### src/hw/rtl/fifo_reader_writer_lock_macros.svh
// Assertion macros for the reader-writer lock RTL.
`ifndef FIFO_READER_WRITER_LOCK_MACROS_SVH
`define FIFO_READER_WRITER_LOCK_MACROS_SVH

`ifndef SYNTHESIS

// Same-cycle implication, disabled while reset is high.
`define FRWL_ASSERT_IMP(label, clk, rst, ante, cons) \
   label: assert property (@(posedge clk) disable iff (rst) (ante) |-> (cons)) \
      else $error("frwl assertion failed");

// Next-cycle implication, disabled while reset is high.
`define FRWL_ASSERT_NXT(label, clk, rst, ante, cons) \
   label: assert property (@(posedge clk) disable iff (rst) (ante) |=> (cons)) \
      else $error("frwl assertion failed");

`else

`define FRWL_ASSERT_IMP(label, clk, rst, ante, cons)
`define FRWL_ASSERT_NXT(label, clk, rst, ante, cons)

`endif

`endif

### src/hw/rtl/frwl_pkg.sv
// Types, constants and helpers shared by the reader-writer lock modules.
package frwl_pkg;

   localparam int QUEUE_DEPTH    = 16;
   localparam int NUM_REQUESTERS = 64;
   localparam int MAX_READERS    = 255;

   localparam int ID_W   = 6;
   localparam int PTR_W  = (QUEUE_DEPTH > 1) ? $clog2(QUEUE_DEPTH) : 1;
   localparam int FILL_W = $clog2(QUEUE_DEPTH + 1);
   localparam int RD_W   = $clog2(MAX_READERS + 1);

   localparam logic MODE_EXCL   = 1'b0;
   localparam logic MODE_SHARED = 1'b1;

   typedef enum logic [2:0] {
      CMD_LOCK_EXCL     = 3'd0,
      CMD_LOCK_SHARED   = 3'd1,
      CMD_TRY_EXCL      = 3'd2,
      CMD_TRY_SHARED    = 3'd3,
      CMD_UNLOCK_EXCL   = 3'd4,
      CMD_UNLOCK_SHARED = 3'd5
   } cmd_type;

   typedef enum logic [2:0] {
      STS_GRANTED   = 3'd0,
      STS_QUEUED    = 3'd1,
      STS_REFUSED   = 3'd2,
      STS_NO_ROOM   = 3'd3,
      STS_RELEASED  = 3'd4,
      STS_REL_ERROR = 3'd5,
      STS_WOKEN     = 3'd6
   } status_type;

   // One waiting requester: its mode and its id.
   typedef struct packed {
      logic            mode;
      logic [ID_W-1:0] id;
   } entry_type;

   // Write port of the wait queue memory.
   typedef struct packed {
      logic             en;
      logic [PTR_W-1:0] addr;
      entry_type        data;
   } wr_type;

   // Advances a queue pointer with wrap at the queue depth.
   function automatic logic [PTR_W-1:0] ptr_next(input logic [PTR_W-1:0] ptr);
      logic [PTR_W-1:0] nxt;
      if (ptr == PTR_W'(QUEUE_DEPTH - 1)) begin
         nxt = '0;
      end else begin
         nxt = ptr + PTR_W'(1);
      end
      return nxt;
   endfunction

   // Low eight bits of the reader count, zero extended where the count is narrow.
   function automatic logic [7:0] readers_out(input logic [RD_W-1:0] cnt);
      logic [31:0] wide;
      wide = 32'(cnt);
      return wide[7:0];
   endfunction

endpackage

### src/hw/rtl/frwl_wait_mem.sv
// Wait queue storage: one write port, one read port with registered data.
module frwl_wait_mem (
   input  logic                          clock,
   input  frwl_pkg::wr_type              wr,
   input  logic [frwl_pkg::PTR_W-1:0]    rd_addr,
   output frwl_pkg::entry_type           rd_data
);

   frwl_pkg::entry_type mem [frwl_pkg::QUEUE_DEPTH];
   frwl_pkg::entry_type rd_data_ff;

   always_ff @(posedge clock) begin
      if (wr.en) begin
         mem[wr.addr] <= wr.data;
      end
   end

   always_ff @(posedge clock) begin
      rd_data_ff <= mem[rd_addr];
   end

   assign rd_data = rd_data_ff;

endmodule

### src/hw/rtl/fifo_reader_writer_lock.sv
// Fair reader-writer lock manager with a FIFO of waiters and direct hand-off.
// Lock, try and failed unlock commands: one result on the cycle after the transfer; busy
// stays low, so such a command may be transferred in every cycle.
// A good unlock raises busy for its wake walk, which ends when no further waiter can be
// granted; its release result passes through the hold and result registers, and each woken
// grant follows one per cycle, set by one read of the wait queue memory per cycle.
// Reset clears the writer flag, reader count and queue pointers; the memory is not cleared.
`include "fifo_reader_writer_lock_macros.svh"

module fifo_reader_writer_lock (
   input  logic       clock,
   input  logic       reset,
   input  logic       start,
   output logic       busy,
   input  logic [2:0] req_cmd,
   input  logic [5:0] req_requester,
   output logic       rsp_valid,
   output logic [2:0] rsp_status,
   output logic [5:0] rsp_grant_id,
   output logic       rsp_grant_shared,
   output logic [7:0] rsp_readers_now,
   output logic       rsp_writer_now,
   output logic       rsp_last
);

   typedef enum logic {
      ST_IDLE,
      ST_WAKE
   } state_type;

   // Controller state. The lock state proper is the writer flag, the reader count and
   // the queue pointers; the queued entries live in the memory instance below.
   state_type                       state_ff, state_in;
   logic                            writer_ff, writer_in;
   logic [frwl_pkg::RD_W-1:0]       readers_ff, readers_in;
   logic [frwl_pkg::PTR_W-1:0]      head_ff, head_in;
   logic [frwl_pkg::PTR_W-1:0]      tail_ff, tail_in;
   logic [frwl_pkg::FILL_W-1:0]     fill_ff, fill_in;

   // A result is held back in the hold registers during a wake walk, because its last flag is
   // only known once the next queue entry has been examined.
   frwl_pkg::status_type            hold_status_ff, hold_status_in;
   logic [frwl_pkg::ID_W-1:0]       hold_id_ff, hold_id_in;
   logic                            hold_shared_ff, hold_shared_in;
   logic [frwl_pkg::RD_W-1:0]       hold_readers_ff, hold_readers_in;
   logic                            hold_writer_ff, hold_writer_in;

   // Registered result port.
   logic                            rsp_valid_ff, rsp_valid_in;
   frwl_pkg::status_type            rsp_status_ff, rsp_status_in;
   logic [frwl_pkg::ID_W-1:0]       rsp_id_ff, rsp_id_in;
   logic                            rsp_shared_ff, rsp_shared_in;
   logic [frwl_pkg::RD_W-1:0]       rsp_readers_ff, rsp_readers_in;
   logic                            rsp_writer_ff, rsp_writer_in;
   logic                            rsp_last_ff, rsp_last_in;

   logic                            accept;
   logic                            req_shared;
   logic                            id_bad;
   logic                            free_now;
   logic                            at_max;
   logic                            grant;
   frwl_pkg::entry_type             front;
   frwl_pkg::wr_type                mem_wr;

   // The memory read address follows the next head pointer in every cycle, so the entry
   // at the queue front is in the read register when a wake walk needs it. Entries are
   // written only by lock commands, which never start a wake walk, and a wake walk starts
   // in the cycle after the unlock transfer, so every write has landed before it is read.
   frwl_wait_mem u_wait_mem (
      .clock   (clock),
      .wr      (mem_wr),
      .rd_addr (head_in),
      .rd_data (front)
   );

   assign busy       = (state_ff == ST_WAKE);
   assign accept     = start && !busy;
   assign req_shared = req_cmd[0];
   assign id_bad     = (int'(req_requester) >= frwl_pkg::NUM_REQUESTERS);
   assign at_max     = (readers_ff >= frwl_pkg::RD_W'(frwl_pkg::MAX_READERS));
   assign free_now   = !writer_ff && (fill_ff == '0) && (req_shared || (readers_ff == '0));

   // A waiter at the front can be handed the lock: shared waiters while the reader count
   // is below its limit, an exclusive waiter only once all readers have left.
   always_comb begin
      grant = 1'b0;
      if ((fill_ff != '0) && !writer_ff) begin
         if (front.mode == frwl_pkg::MODE_SHARED) begin
            grant = !at_max;
         end else begin
            grant = (readers_ff == '0);
         end
      end
   end

   always_comb begin
      state_in        = state_ff;
      writer_in       = writer_ff;
      readers_in      = readers_ff;
      head_in         = head_ff;
      tail_in         = tail_ff;
      fill_in         = fill_ff;
      hold_status_in  = hold_status_ff;
      hold_id_in      = hold_id_ff;
      hold_shared_in  = hold_shared_ff;
      hold_readers_in = hold_readers_ff;
      hold_writer_in  = hold_writer_ff;
      rsp_valid_in    = 1'b0;
      rsp_status_in   = rsp_status_ff;
      rsp_id_in       = rsp_id_ff;
      rsp_shared_in   = rsp_shared_ff;
      rsp_readers_in  = rsp_readers_ff;
      rsp_writer_in   = rsp_writer_ff;
      rsp_last_in     = rsp_last_ff;
      mem_wr.en       = 1'b0;
      mem_wr.addr     = tail_ff;
      mem_wr.data     = '{mode: req_shared, id: req_requester};

      case (state_ff)
         ST_IDLE: begin
            if (accept) begin
               rsp_valid_in  = 1'b1;
               rsp_last_in   = 1'b1;
               rsp_id_in     = req_requester;
               rsp_shared_in = req_shared;
               rsp_status_in = frwl_pkg::STS_REFUSED;
               if (!id_bad) begin
                  case (req_cmd)
                     frwl_pkg::CMD_LOCK_EXCL, frwl_pkg::CMD_LOCK_SHARED,
                     frwl_pkg::CMD_TRY_EXCL, frwl_pkg::CMD_TRY_SHARED: begin
                        if (free_now && req_shared && at_max) begin
                           rsp_status_in = frwl_pkg::STS_NO_ROOM;
                        end else if (free_now) begin
                           rsp_status_in = frwl_pkg::STS_GRANTED;
                           if (req_shared) begin
                              readers_in = readers_ff + frwl_pkg::RD_W'(1);
                           end else begin
                              writer_in = 1'b1;
                           end
                        end else if (req_cmd[1]) begin
                           // Try commands that would have to wait are refused.
                           rsp_status_in = frwl_pkg::STS_REFUSED;
                        end else if (fill_ff >= frwl_pkg::FILL_W'(frwl_pkg::QUEUE_DEPTH)) begin
                           rsp_status_in = frwl_pkg::STS_NO_ROOM;
                        end else begin
                           rsp_status_in = frwl_pkg::STS_QUEUED;
                           mem_wr.en     = 1'b1;
                           tail_in       = frwl_pkg::ptr_next(tail_ff);
                           fill_in       = fill_ff + frwl_pkg::FILL_W'(1);
                        end
                     end
                     frwl_pkg::CMD_UNLOCK_EXCL: begin
                        rsp_shared_in = 1'b0;
                        if (!writer_ff) begin
                           rsp_status_in = frwl_pkg::STS_REL_ERROR;
                        end else begin
                           writer_in    = 1'b0;
                           rsp_valid_in = 1'b0;
                           state_in     = ST_WAKE;
                        end
                     end
                     frwl_pkg::CMD_UNLOCK_SHARED: begin
                        rsp_shared_in = 1'b1;
                        if (writer_ff || (readers_ff == '0)) begin
                           rsp_status_in = frwl_pkg::STS_REL_ERROR;
                        end else begin
                           readers_in   = readers_ff - frwl_pkg::RD_W'(1);
                           rsp_valid_in = 1'b0;
                           state_in     = ST_WAKE;
                        end
                     end
                     default: begin
                        rsp_status_in = frwl_pkg::STS_REFUSED;
                     end
                  endcase
               end
               rsp_readers_in = readers_in;
               rsp_writer_in  = writer_in;
               // A good unlock parks its release result until the wake walk knows
               // whether a grant follows it.
               hold_status_in  = frwl_pkg::STS_RELEASED;
               hold_id_in      = req_requester;
               hold_shared_in  = req_shared;
               hold_readers_in = readers_in;
               hold_writer_in  = writer_in;
            end
         end
         ST_WAKE: begin
            rsp_valid_in   = 1'b1;
            rsp_status_in  = hold_status_ff;
            rsp_id_in      = hold_id_ff;
            rsp_shared_in  = hold_shared_ff;
            rsp_readers_in = hold_readers_ff;
            rsp_writer_in  = hold_writer_ff;
            rsp_last_in    = !grant;
            if (grant) begin
               if (front.mode == frwl_pkg::MODE_SHARED) begin
                  readers_in = readers_ff + frwl_pkg::RD_W'(1);
               end else begin
                  writer_in = 1'b1;
               end
               head_in         = frwl_pkg::ptr_next(head_ff);
               fill_in         = fill_ff - frwl_pkg::FILL_W'(1);
               hold_status_in  = frwl_pkg::STS_WOKEN;
               hold_id_in      = front.id;
               hold_shared_in  = front.mode;
               hold_readers_in = readers_in;
               hold_writer_in  = writer_in;
            end else begin
               state_in = ST_IDLE;
            end
         end
         default: begin
            state_in = ST_IDLE;
         end
      endcase
   end

   always_ff @(posedge clock) begin
      if (reset) begin
         state_ff     <= ST_IDLE;
         writer_ff    <= 1'b0;
         readers_ff   <= '0;
         head_ff      <= '0;
         tail_ff      <= '0;
         fill_ff      <= '0;
         rsp_valid_ff <= 1'b0;
      end else begin
         state_ff     <= state_in;
         writer_ff    <= writer_in;
         readers_ff   <= readers_in;
         head_ff      <= head_in;
         tail_ff      <= tail_in;
         fill_ff      <= fill_in;
         rsp_valid_ff <= rsp_valid_in;
      end
      hold_status_ff  <= hold_status_in;
      hold_id_ff      <= hold_id_in;
      hold_shared_ff  <= hold_shared_in;
      hold_readers_ff <= hold_readers_in;
      hold_writer_ff  <= hold_writer_in;
      rsp_status_ff   <= rsp_status_in;
      rsp_id_ff       <= rsp_id_in;
      rsp_shared_ff   <= rsp_shared_in;
      rsp_readers_ff  <= rsp_readers_in;
      rsp_writer_ff   <= rsp_writer_in;
      rsp_last_ff     <= rsp_last_in;
   end

   assign rsp_valid        = rsp_valid_ff;
   assign rsp_status       = rsp_status_ff;
   assign rsp_grant_id     = rsp_id_ff;
   assign rsp_grant_shared = rsp_shared_ff;
   assign rsp_readers_now  = frwl_pkg::readers_out(rsp_readers_ff);
   assign rsp_writer_now   = rsp_writer_ff;
   assign rsp_last         = rsp_last_ff;

   // A writer and readers never hold the lock at the same time.
   `FRWL_ASSERT_IMP(a_writer_excludes_readers, clock, reset, writer_ff, readers_ff == '0)
   // The fill count never passes the queue depth.
   `FRWL_ASSERT_IMP(a_fill_bound, clock, reset, 1'b1,
                    fill_ff <= frwl_pkg::FILL_W'(frwl_pkg::QUEUE_DEPTH))
   // An empty queue has its pointers together.
   `FRWL_ASSERT_IMP(a_empty_ptrs, clock, reset, fill_ff == '0, head_ff == tail_ff)
   // A wake walk that grants nothing more closes with the final result of the unlock.
   `FRWL_ASSERT_NXT(a_wake_end, clock, reset, (state_ff == ST_WAKE) && !grant,
                    rsp_valid && rsp_last && !busy)

endmodule
### config.mk
export PLATFORM = sky130hd
export DESIGN_NAME = fifo_reader_writer_lock
export DESIGN_NICKNAME = d
export VERILOG_FILES = /design/src/hw/rtl/frwl_pkg.sv /design/src/hw/rtl/frwl_wait_mem.sv /design/src/hw/rtl/fifo_reader_writer_lock.sv
export VERILOG_INCLUDE_DIRS = /design/src /design/src/hw/rtl
export SDC_FILE = /design/constraint.sdc
export NUM_CORES = 1
export LEC_CHECK = 0
export BUFFER_PORTS_ARGS = -buffer_cell sky130_fd_sc_hd__buf_2
export CAP_MARGIN = 40
export CORE_MARGIN = 3
export CORE_UTILIZATION = 50
export DETAILED_ROUTE_END_ITERATION = 12
export GPL_TIMING_DRIVEN = 0
export PLACE_DENSITY = 0.64
export SYNTH_ARGS = -nofsm -noshare
export SYNTH_HDL_FRONTEND = slang
export SYNTH_SLANG_ARGS = --single-unit
### constraint.sdc
create_clock -name clock -period 3.4 [get_ports clock]
set_input_delay 0.17 -clock clock [delete_from_list [all_inputs] [get_ports clock]]
set_output_delay 0.17 -clock clock [all_outputs]
set_load 0.05 [all_outputs]
Yosys cells after proc, flatten, opt, wreduce, memory -nomap -nowiden
Memories as Yosys holds them, arrays and structs flattened. A register that Yosys moved wholly into a read port is not among the register bits.
Index checks and enable logic that the tools add are counted.
Storage, ports and cells
  register bits after elaboration: 63
  memory bits (writable): 112
  output and inout port bits: 22
  memories: 1
Memories
  u_wait_mem.mem: depth 16, width 7, rd ports 1, clocked after memory_dff 1, wr ports 1, line frwl_wait_mem.sv:9  | frwl_pkg::entry_type mem [frwl_pkg::QUEUE_DEPTH];
Operators by class
  add/sub/neg operators: 6
  magnitude comparators: 2
  eq/ne operators: 14
  muxes and demuxes: 77
  bitwise logic cells: 5
  reduce and logical (&&, ||, !) cells: 20
Operators with widths (number)
  $mux 8: 7
  $pmux 8 s2: 3
  $mux 5: 7
  $mux 1: 28
  $pmux 6 s2: 2
  $pmux 1 s2: 11
  $mux 4: 4
  $mux 3: 5
  $reduce_and 7->1: 2
  $mux 6: 2
  $pmux 3 s2: 2
  $ne 2x2->1 const B: 5
  $pmux 5 s2: 1
  $pmux 3 s3: 1
  $add 4x1->4 const B: 2
  $add 8x1->8 const B: 1
  $eq 4x4->1 const B: 2
  $ge 8x8->1 const B: 1
  $logic_not 8->1: 1
  $mux 2: 4
  $sub 8x1->8 const B: 1
  $eq 3x2->1 const B: 2
  $eq 3x3->1 const B: 2
  $logic_and 1x1->1: 6
  other kinds (13): 22

Longest topological paths before layout
Gate-level depths: netlist of run 1.
  depth in word-level cells: 11
  mapped depth: 11

By module
From an unflattened synthesis of run 1, not the netlist that was laid out.
Second synthesis, totals
  cell total of the unflattened synthesis: 583
  area, all modules: 8031.5 µm²
Modules (own cells, without submodules)
  frwl_wait_mem: instances 1, cells an instance 203, area each 4530.6 µm², sequential area each 3503.4 µm²
  fifo_reader_writer_lock: instances 1, cells an instance 380, area each 3500.9 µm², sequential area each 1591.5 µm²

Worst setup path before layout of run 1
Ideal clock, no wire load.
  path type: reg-to-reg
  start point: register readers_ff[0] (netlist name)
  end point: memory u_wait_mem.mem[3][0] (netlist name) (enable)
  data arrival time: 2.389 ns
  required time: 3.020 ns
  slack: 0.631 ns
  cell stages (with the launch flop): 9
  period minus slack after synthesis: 2.769 ns
  path through: dfxtp_1 inv_1 ha_1 or3b_2 nor3_1 o211a_1 nor4b_4 nand2_1 nor3_1
Between the ends
  word-level cells in the longest chain between the ends: 11
  elaborated cells on any way between the ends: 13
  classes of those cells: order compare: 1; mux: 7; reduce/logical: 5
Ends and longest elaborated chain
  start, declared: line fifo_reader_writer_lock.sv:35  | logic [frwl_pkg::RD_W-1:0] readers_ff, readers_in;
  start signal, assigned: line fifo_reader_writer_lock.sv:232  | readers_ff <= readers_in;
  branches (longest 5 deep; another with $ge 8x8->1)
  $mux 1 (*): line fifo_reader_writer_lock.sv:132  | if (free_now && req_shared && at_max) begin
  $mux 1 (*): line fifo_reader_writer_lock.sv:129  | case (req_cmd)
  $mux 1 (*): line fifo_reader_writer_lock.sv:122  | if (accept) begin
  $mux 1 (*): line fifo_reader_writer_lock.sv:120  | case (state_ff)
  $mux 1 (*): line frwl_wait_mem.sv:13  | if (wr.en) begin
  $mux 1 (not written as such) (*): line frwl_wait_mem.sv:14  | mem[wr.addr] <= wr.data;
  end, declared: line frwl_wait_mem.sv:9
Mark *: on every way between the ends.

Worst setup path in the final report of run 1
  start point: register readers_ff[0] (netlist name)
  end point: memory u_wait_mem.mem[7][1] (netlist name) (enable)
Same word-level chain as after synthesis.

==> flow_summary.ini, run 1 <==
[run_status]
status = finished, final reports clean

[yosys]
netlist_area_um2 = 8280
synth-edff-count = 149
yosys-top-cells-count = edfxtp_1 (149), nand2_1 (67), o21ai_0 (42)
ys.flop_type = edfxtp_1
yosysTopAreaCell = edfxtp_1
yosys_warnings = 0
synth_cells = 695
syn_nets = 718
syn_avg_cell_area_um2 = 11.9
yosysUniqueCellTypes = 68
ys_seq_area_frac = 0.615
yosysMostFrequentCell = edfxtp_1
yosysTopAreaCellShare = 0.540
async_flop_share = 0
ys_seq_elements = 180
synthTopCellsByArea = edfxtp_1 (54%), dfxtp_1 (7.5%), nand2_1 (3.0%), o211ai_1 (2.7%), o21ai_0 (2.5%)

[worst_setup_path]
worst_setup_path_start_kind = flop
critPathKind = reg2reg
crit_family = simple AND/OR/NAND/NOR gates
cpMaxStageDelayCell = nor4b_4
reg2reg_from = readers_ff[0]
crit_path_max_incr_delay_ps = 550
required_ps = 3470
cp_max_fo = 10
reg2reg_slack_ps = 230
crit_buf_inv = 1
endpoint_kind = flop
cp_cell_sequence = inv_1 -> ha_1 -> or3b_2 -> nor3_1 -> o211a_1 -> nor4b_4 -> nand2_1 -> nor2_1
timing.rr.end = u_wait_mem.mem[7][1]
rr_worst_depth = 8
critPathArrivalTime_ps = 3240

[timing]
worst_pin_slew_ps = 793
period_share = 0.932
setup_ws_ps = 230
min_period_ps = 3170
rsz0062_at_grt = yes
setup_tns_ps = 0
report.final.slew_viol_count = 0
slew-limit-headroom = 0.469
maxClockFrequency_mhz = 315
skew_ps = 10.7
hold_viol_final = 0
setup_viol = 0

[clock_network]
cts.reportedPaths.clkPinSlew_ps = 60
root_buffer = clkbuf_16
clockBufferDepth = 2
insertion_delay_ps = 440
tritoncts = yes
ctsHtreeMaxLevel = 4
cts_setup_buffers = 0
cts_buffers = 17
clock_sinks = 180

[routing]
drc = 0
via_per_inst = 5.92
wl_per_cell_um = 20.2
dr.pass1.iters = 5
wirelength_um = 19700
drtAntennaViolNets = 0
drtIter0Drc = 560
via_count = 5787

[die]
coreArea_um2 = 16100
ioPinCount = 34
die_area_um2 = 18100
row_count = 46
die_y_um = 135
die_w_um = 135
start_util = 0.516

[final_layout]
drive_gt1_frac = 0.164
num_antenna_cells = 0
syn2layout_area_growth_pct = 12.8
fin_nets = 772
final_cells = 978

[power]
leakage_nw = 3.30
powerDensity_nw_per_um2 = 510
irDropWorstVdd_mv = 0.403
totalPowerFinal_mw = 4.77

[grt]
grt_pass1_vias = 5500
grt_usage = 0.227
antenna_found_initial = 0
grt-ovfl-total = 0
grt_pass1_wl_um = 31300
grt_max_degree = 23

[hold_path]
hold_path_end = rsp_valid
min_from = start
hold_path.class = in2reg
hold_depth = 3

[placed_design]
dp_cells = 946
pre_cts_slack_ps = -1.69
portBuffers = 31
dp_hpwl_um = 13700
gp_congestion = 0.914

[flow_run]
drv_cap = 0
area by class of cell:
| cell class | count | area, um2 |
|---|---|---|
| buffer | 49 | 206 |
| tap | 216 | 270 |
| clock buffer | 18 | 429 |
| sequential | 180 | 5090 |
| timing repair buffer | 35 | 198 |
| inverter | 19 | 71.3 |
| fill | 1333 | 6720 |
| clock inverter | 14 | 143 |
| multi-input combinational | 447 | 2930 |
worst max-delay path by stage:
| stage | startpoint | end | cells after the start |
|---|---|---|---|
| 2_1_floorplan | readers_ff[0] | u_wait_mem.mem[3][0] | 8 |
| 3_3_place_gp | readers_ff[0] | u_wait_mem.mem[0][4] | 8 |
| 3_5_place_dp | readers_ff[0] | u_wait_mem.mem[3][5] | 8 |
| 4_1_cts | readers_ff[0] | u_wait_mem.mem[2][4] | 9 |
| 5_1_grt | readers_ff[1] | u_wait_mem.mem[7][1] | 8 |
| 6_report | readers_ff[0] | u_wait_mem.mem[7][1] | 8 |
cell families (layout without fill, tap and decap cells):
| kind of cell | Yosys count | count (layout) | synth area share |
|---|---|---|---|
| AO/OA/AOI/OAI | 189 | 189 | 0.156 |
| XOR/XNOR | 19 | 19 | 0.0201 |
| AND/OR/NAND/NOR | 201 | 201 | 0.122 |
| flip-flops | 180 | 180 | 0.615 |
| multiplexers | 27 | 27 | 0.0354 |
| adder cells (fa/ha/maj) | 11 | 11 | 0.0175 |
| buffers and inverters | 68 | 135 | 0.0335 |
worst register-to-register path: stages, from the launching register on:
cell and delay [ps]:
dfxtp_1 470, inv_1 80, ha_1 230, or3b_2 220, nor3_1 60, o211a_1 270, nor4b_4 550, nand2_1 370
nor2_1 550
layout by cell type (no fill, tap or decap), drive strengths merged, types with 9 or more instances in the layout:
master / Yosys / final
nand2: 68 / 68
ha: 10 / 10
o2111ai: 15 / 15
a21oi: 41 / 41
mux2i: 12 / 12
nor3: 31 / 31
nor2: 37 / 37
nand3: 30 / 30
o22ai: 14 / 14
buf: 20 / 55
clkbuf: 29 / 47
xnor2: 14 / 14
inv: 19 / 25
a211oi: 9 / 9
o211ai: 30 / 30
edfxtp: 149 / 149
dfxtp: 31 / 31
o21ai: 42 / 42
mux2: 15 / 15
registers in the layout, summed over array words and instances, names as in the netlist, 3 cells and up:
name and count:
hold_id_ff 6, head_ff 4, rsp_grant_id 6, rsp_readers_now 8, u_wait_mem.rd_data 7, u_wait_mem.mem 112, readers_ff 8, tail_ff 4
rsp_status 3, hold_readers_ff 8, fill_ff 5
per-stage QoR:
| step | cell area [um2] | utilization | hold WS, ps |
|---|---|---|---|
| 2_1_floorplan | 8280 | - | 269 |
| 3_3_place_gp | 8710 | 0.542 | 452 |
| 3_5_place_dp | 8750 | 0.545 | 456 |
| 4_1_cts | 9330 | 0.581 | 8.25 |
| 5_1_grt | 9340 | 0.582 | 32.3 |
| 6_report | 9340 | 0.582 | 14.3 |
layer usage:
metal | up-vias | GRT usage | wire (um) | share of wire
li1 | 2759 | - | - | -
met1 | 2811 | 0.329 | 9170 | 0.46
met2 | 195 | 0.355 | 9120 | 0.46
met3 | 22 | 0.0473 | 1230 | 0.062
met4 | 0 | 0.0526 | 211 | 0.011
met5 | - | 0 | 0 | 0
where the power goes:
group	total [mW]	internal (mW)	switching (mW)
Clock	1.92	1.03	0.888
Combinational	0.379	0.113	0.266
Sequential	2.47	2.45	0.0207
Total	4.77	3.59	1.17
repair_timing:
| action | in CTS | in global routing |
|---|---|---|
| hold endpoints to repair | 0 | 0 |
| endpoints found under the setup margin | 7 | 45 |
| hold buffers | 0 | 0 |
| resized for setup | 1 | 5 |
No activity file was read; power rests on OpenSTA's default activity.
==> run 2: changes to the inputs <==
--- a/config.mk
+++ b/config.mk
@@ -12,7 +12,7 @@
 export CORE_UTILIZATION = 50
 export DETAILED_ROUTE_END_ITERATION = 12
 export GPL_TIMING_DRIVEN = 0
-export PLACE_DENSITY = 0.64
+export PLACE_DENSITY = 0.66
 export SYNTH_ARGS = -nofsm -noshare
 export SYNTH_HDL_FRONTEND = slang
 export SYNTH_SLANG_ARGS = --single-unit
==> constraint.sdc (replaced) <==
create_clock -name clock -period 2.9 [get_ports clock]
set_input_delay 0.145 -clock clock [delete_from_list [all_inputs] [get_ports clock]]
set_output_delay 0.145 -clock clock [all_outputs]
set_load 0.05 [all_outputs]
==> flow_summary.ini, run 2 (synthesis results as in run 1) <==
[run_status]
status = finished, final reports clean

[hold_path]
hold_path.class = in2reg
hold_depth = 2

[routing]
dr.pass1.iters = 7
wirelength_um = 20000
drtAntennaViolNets = 0
wl_per_cell_um = 20.3
drtIter0Drc = 670
drc = 0
via_per_inst = 6.06
via_count = 5973

[worst_setup_path]
endpoint_kind = flop
critPathKind = reg2reg
cp_max_fo = 8
required_ps = 3030
worst_setup_path_start_kind = flop
critPathArrivalTime_ps = 2910
rr_worst_depth = 10

[grt]
grt_pass1_vias = 5725
met1_usage = 0.324
grt-ovfl-total = 0
grt_pass1_wl_um = 31600
grt_max_degree = 22
grt_usage = 0.230
grtUsageMet3 = 0.0589
busiest_layer = met2
antenna_found_initial = 0
grt_use_met2 = 0.344

[timing]
maxClockFrequency_mhz = 360
hold_viol_final = 0
min_period_ps = 2780
report.final.slew_viol_count = 0
setup_viol = 0
worst_pin_slew_ps = 619
finalHoldWorstSlack_ps = 138
slew-limit-headroom = 0.587
skew_ps = 11.1
rsz0062_at_grt = yes
setup_ws_ps = 124
period_share = 0.957

[final_layout]
largest_reg_flops = 112
final_cell_mix = edfxtp_1 (149), nand2_1 (67), buf_2 (48)
ff_latch_area_um2 = 5100
syn2layout_area_growth_pct = 14.9
final_cells = 985
fin_nets = 779
drive_gt1_frac = 0.217
n_fill_cell = 1313
layout_commonest_cell = edfxtp_1
regMostFlops = u_wait_mem.mem
multi_input_area_um2 = 3030
num_antenna_cells = 0

[power]
swShare = 0.249
internal_power_mw = 4.13
leakage_nw = 3.36
p_seq_frac = 0.526
irDropWorstVdd_mv = 0.462
p_sw_mw = 1.37
powerDensity_nw_per_um2 = 578
clock_power_share = 0.390
p_comb_frac = 0.083

[die]
die_y_um = 135
die_w_um = 135
coreArea_um2 = 16100
start_util = 0.516
row_count = 46
die_area_um2 = 18100
ioPinCount = 34

[placed_design]
gp_congestion = 0.897
pre_cts_slack_ps = -404
dp_hpwl_um = 13900
dp_cells = 947
portBuffers = 31

[clock_network]
clockBufferDepth = 2
cts.reportedPaths.clkPinSlew_ps = 70
cts_buffers = 17
root_buffer = clkbuf_16
tritoncts = yes
insertion_delay_ps = 440
ctsHtreeMaxLevel = 4
clock_sinks = 180

[flow_run]
drv_cap = 0
-- run 2: cell count changes in the layout (fill, tap and decap cells not counted), sizes merged --
| cell | previous run | this run |
|---|---|---|
| bufinv | 1 | 0 |
| buf | 55 | 62 |
| clkbuf | 47 | 46 |
| dlygate4sd3 | 0 | 1 |
| clkinv | 7 | 4 |
| clkinvlp | 0 | 4 |
-- run 2: path summary, 6_finish.rpt --
check,start,to,slack (ps)
worst min register to register,fill_ff[2],fill_ff[2],480
worst min-delay path,reset,readers_ff[1],140
worst max-delay path,readers_ff[0],u_wait_mem.mem[1][5],120
worst max register to register,readers_ff[0],u_wait_mem.mem[1][5],120
-- run 2: worst max-delay path: stages, from the launching register on --
cell and delay [ps]:
dfxtp_2 400, inv_1 60, ha_1 230, or3b_2 220, nor3_1 70, o211a_1 270
nor4b_4 250, buf_4 190, nand2_1 180, nor3_1 330, buf_2 270
-- run 2: metrics by stage --
step | total power [mW] | setup TNS (ps) | area [um2] | util
detailed placement | 3.40 | -24600 | 8750 | 0.545
CTS | 5.53 | 0 | 9400 | 0.585
finish | 5.50 | 0 | 9510 | 0.592
floorplan | 3.26 | 0 | 8280 | -
global route | 5.69 | -29.2 | 9510 | 0.592
global placement | 3.38 | -27140 | 8710 | 0.542
-- run 2: power by group through the flow --
stage,logic [mW],registers (mW),clock network [mW]
floorplan,0.223,3.04,0
global placement,0.430,2.95,0
detailed placement,0.445,2.95,0
CTS,0.452,2.90,2.18
global route,0.496,2.90,2.29
finish,0.458,2.90,2.15
-- run 2: per-layer routing --
layer,wire (um),vias up,part of all wire
met5,0,-,0
met4,551,0,0.028
met3,1710,47,0.086
met2,9050,261,0.45
met1,8690,2883,0.43
li1,-,2782,-
-- run 2: final cells by class --
class | count | share of cell area
sequential | 180 | 0.536
multi-input combinational | 447 | 0.318
clock buffer | 18 | 0.0451
tap | 216 | 0.0284
timing repair buffer | 44 | 0.0279
buffer | 47 | 0.0241
clock inverter | 14 | 0.0126
inverter | 19 | 0.00750
-- run 2: repair_timing --
item / 4_1_cts / 5_1_grt
endpoints found under the hold margin: 1 / 0
setup buffers: 6 / 1
endpoints found under the setup margin: 117 / 112
pin swaps: 2 / 3
hold buffers: 1 / 0
gates resized for setup: 19 / 45
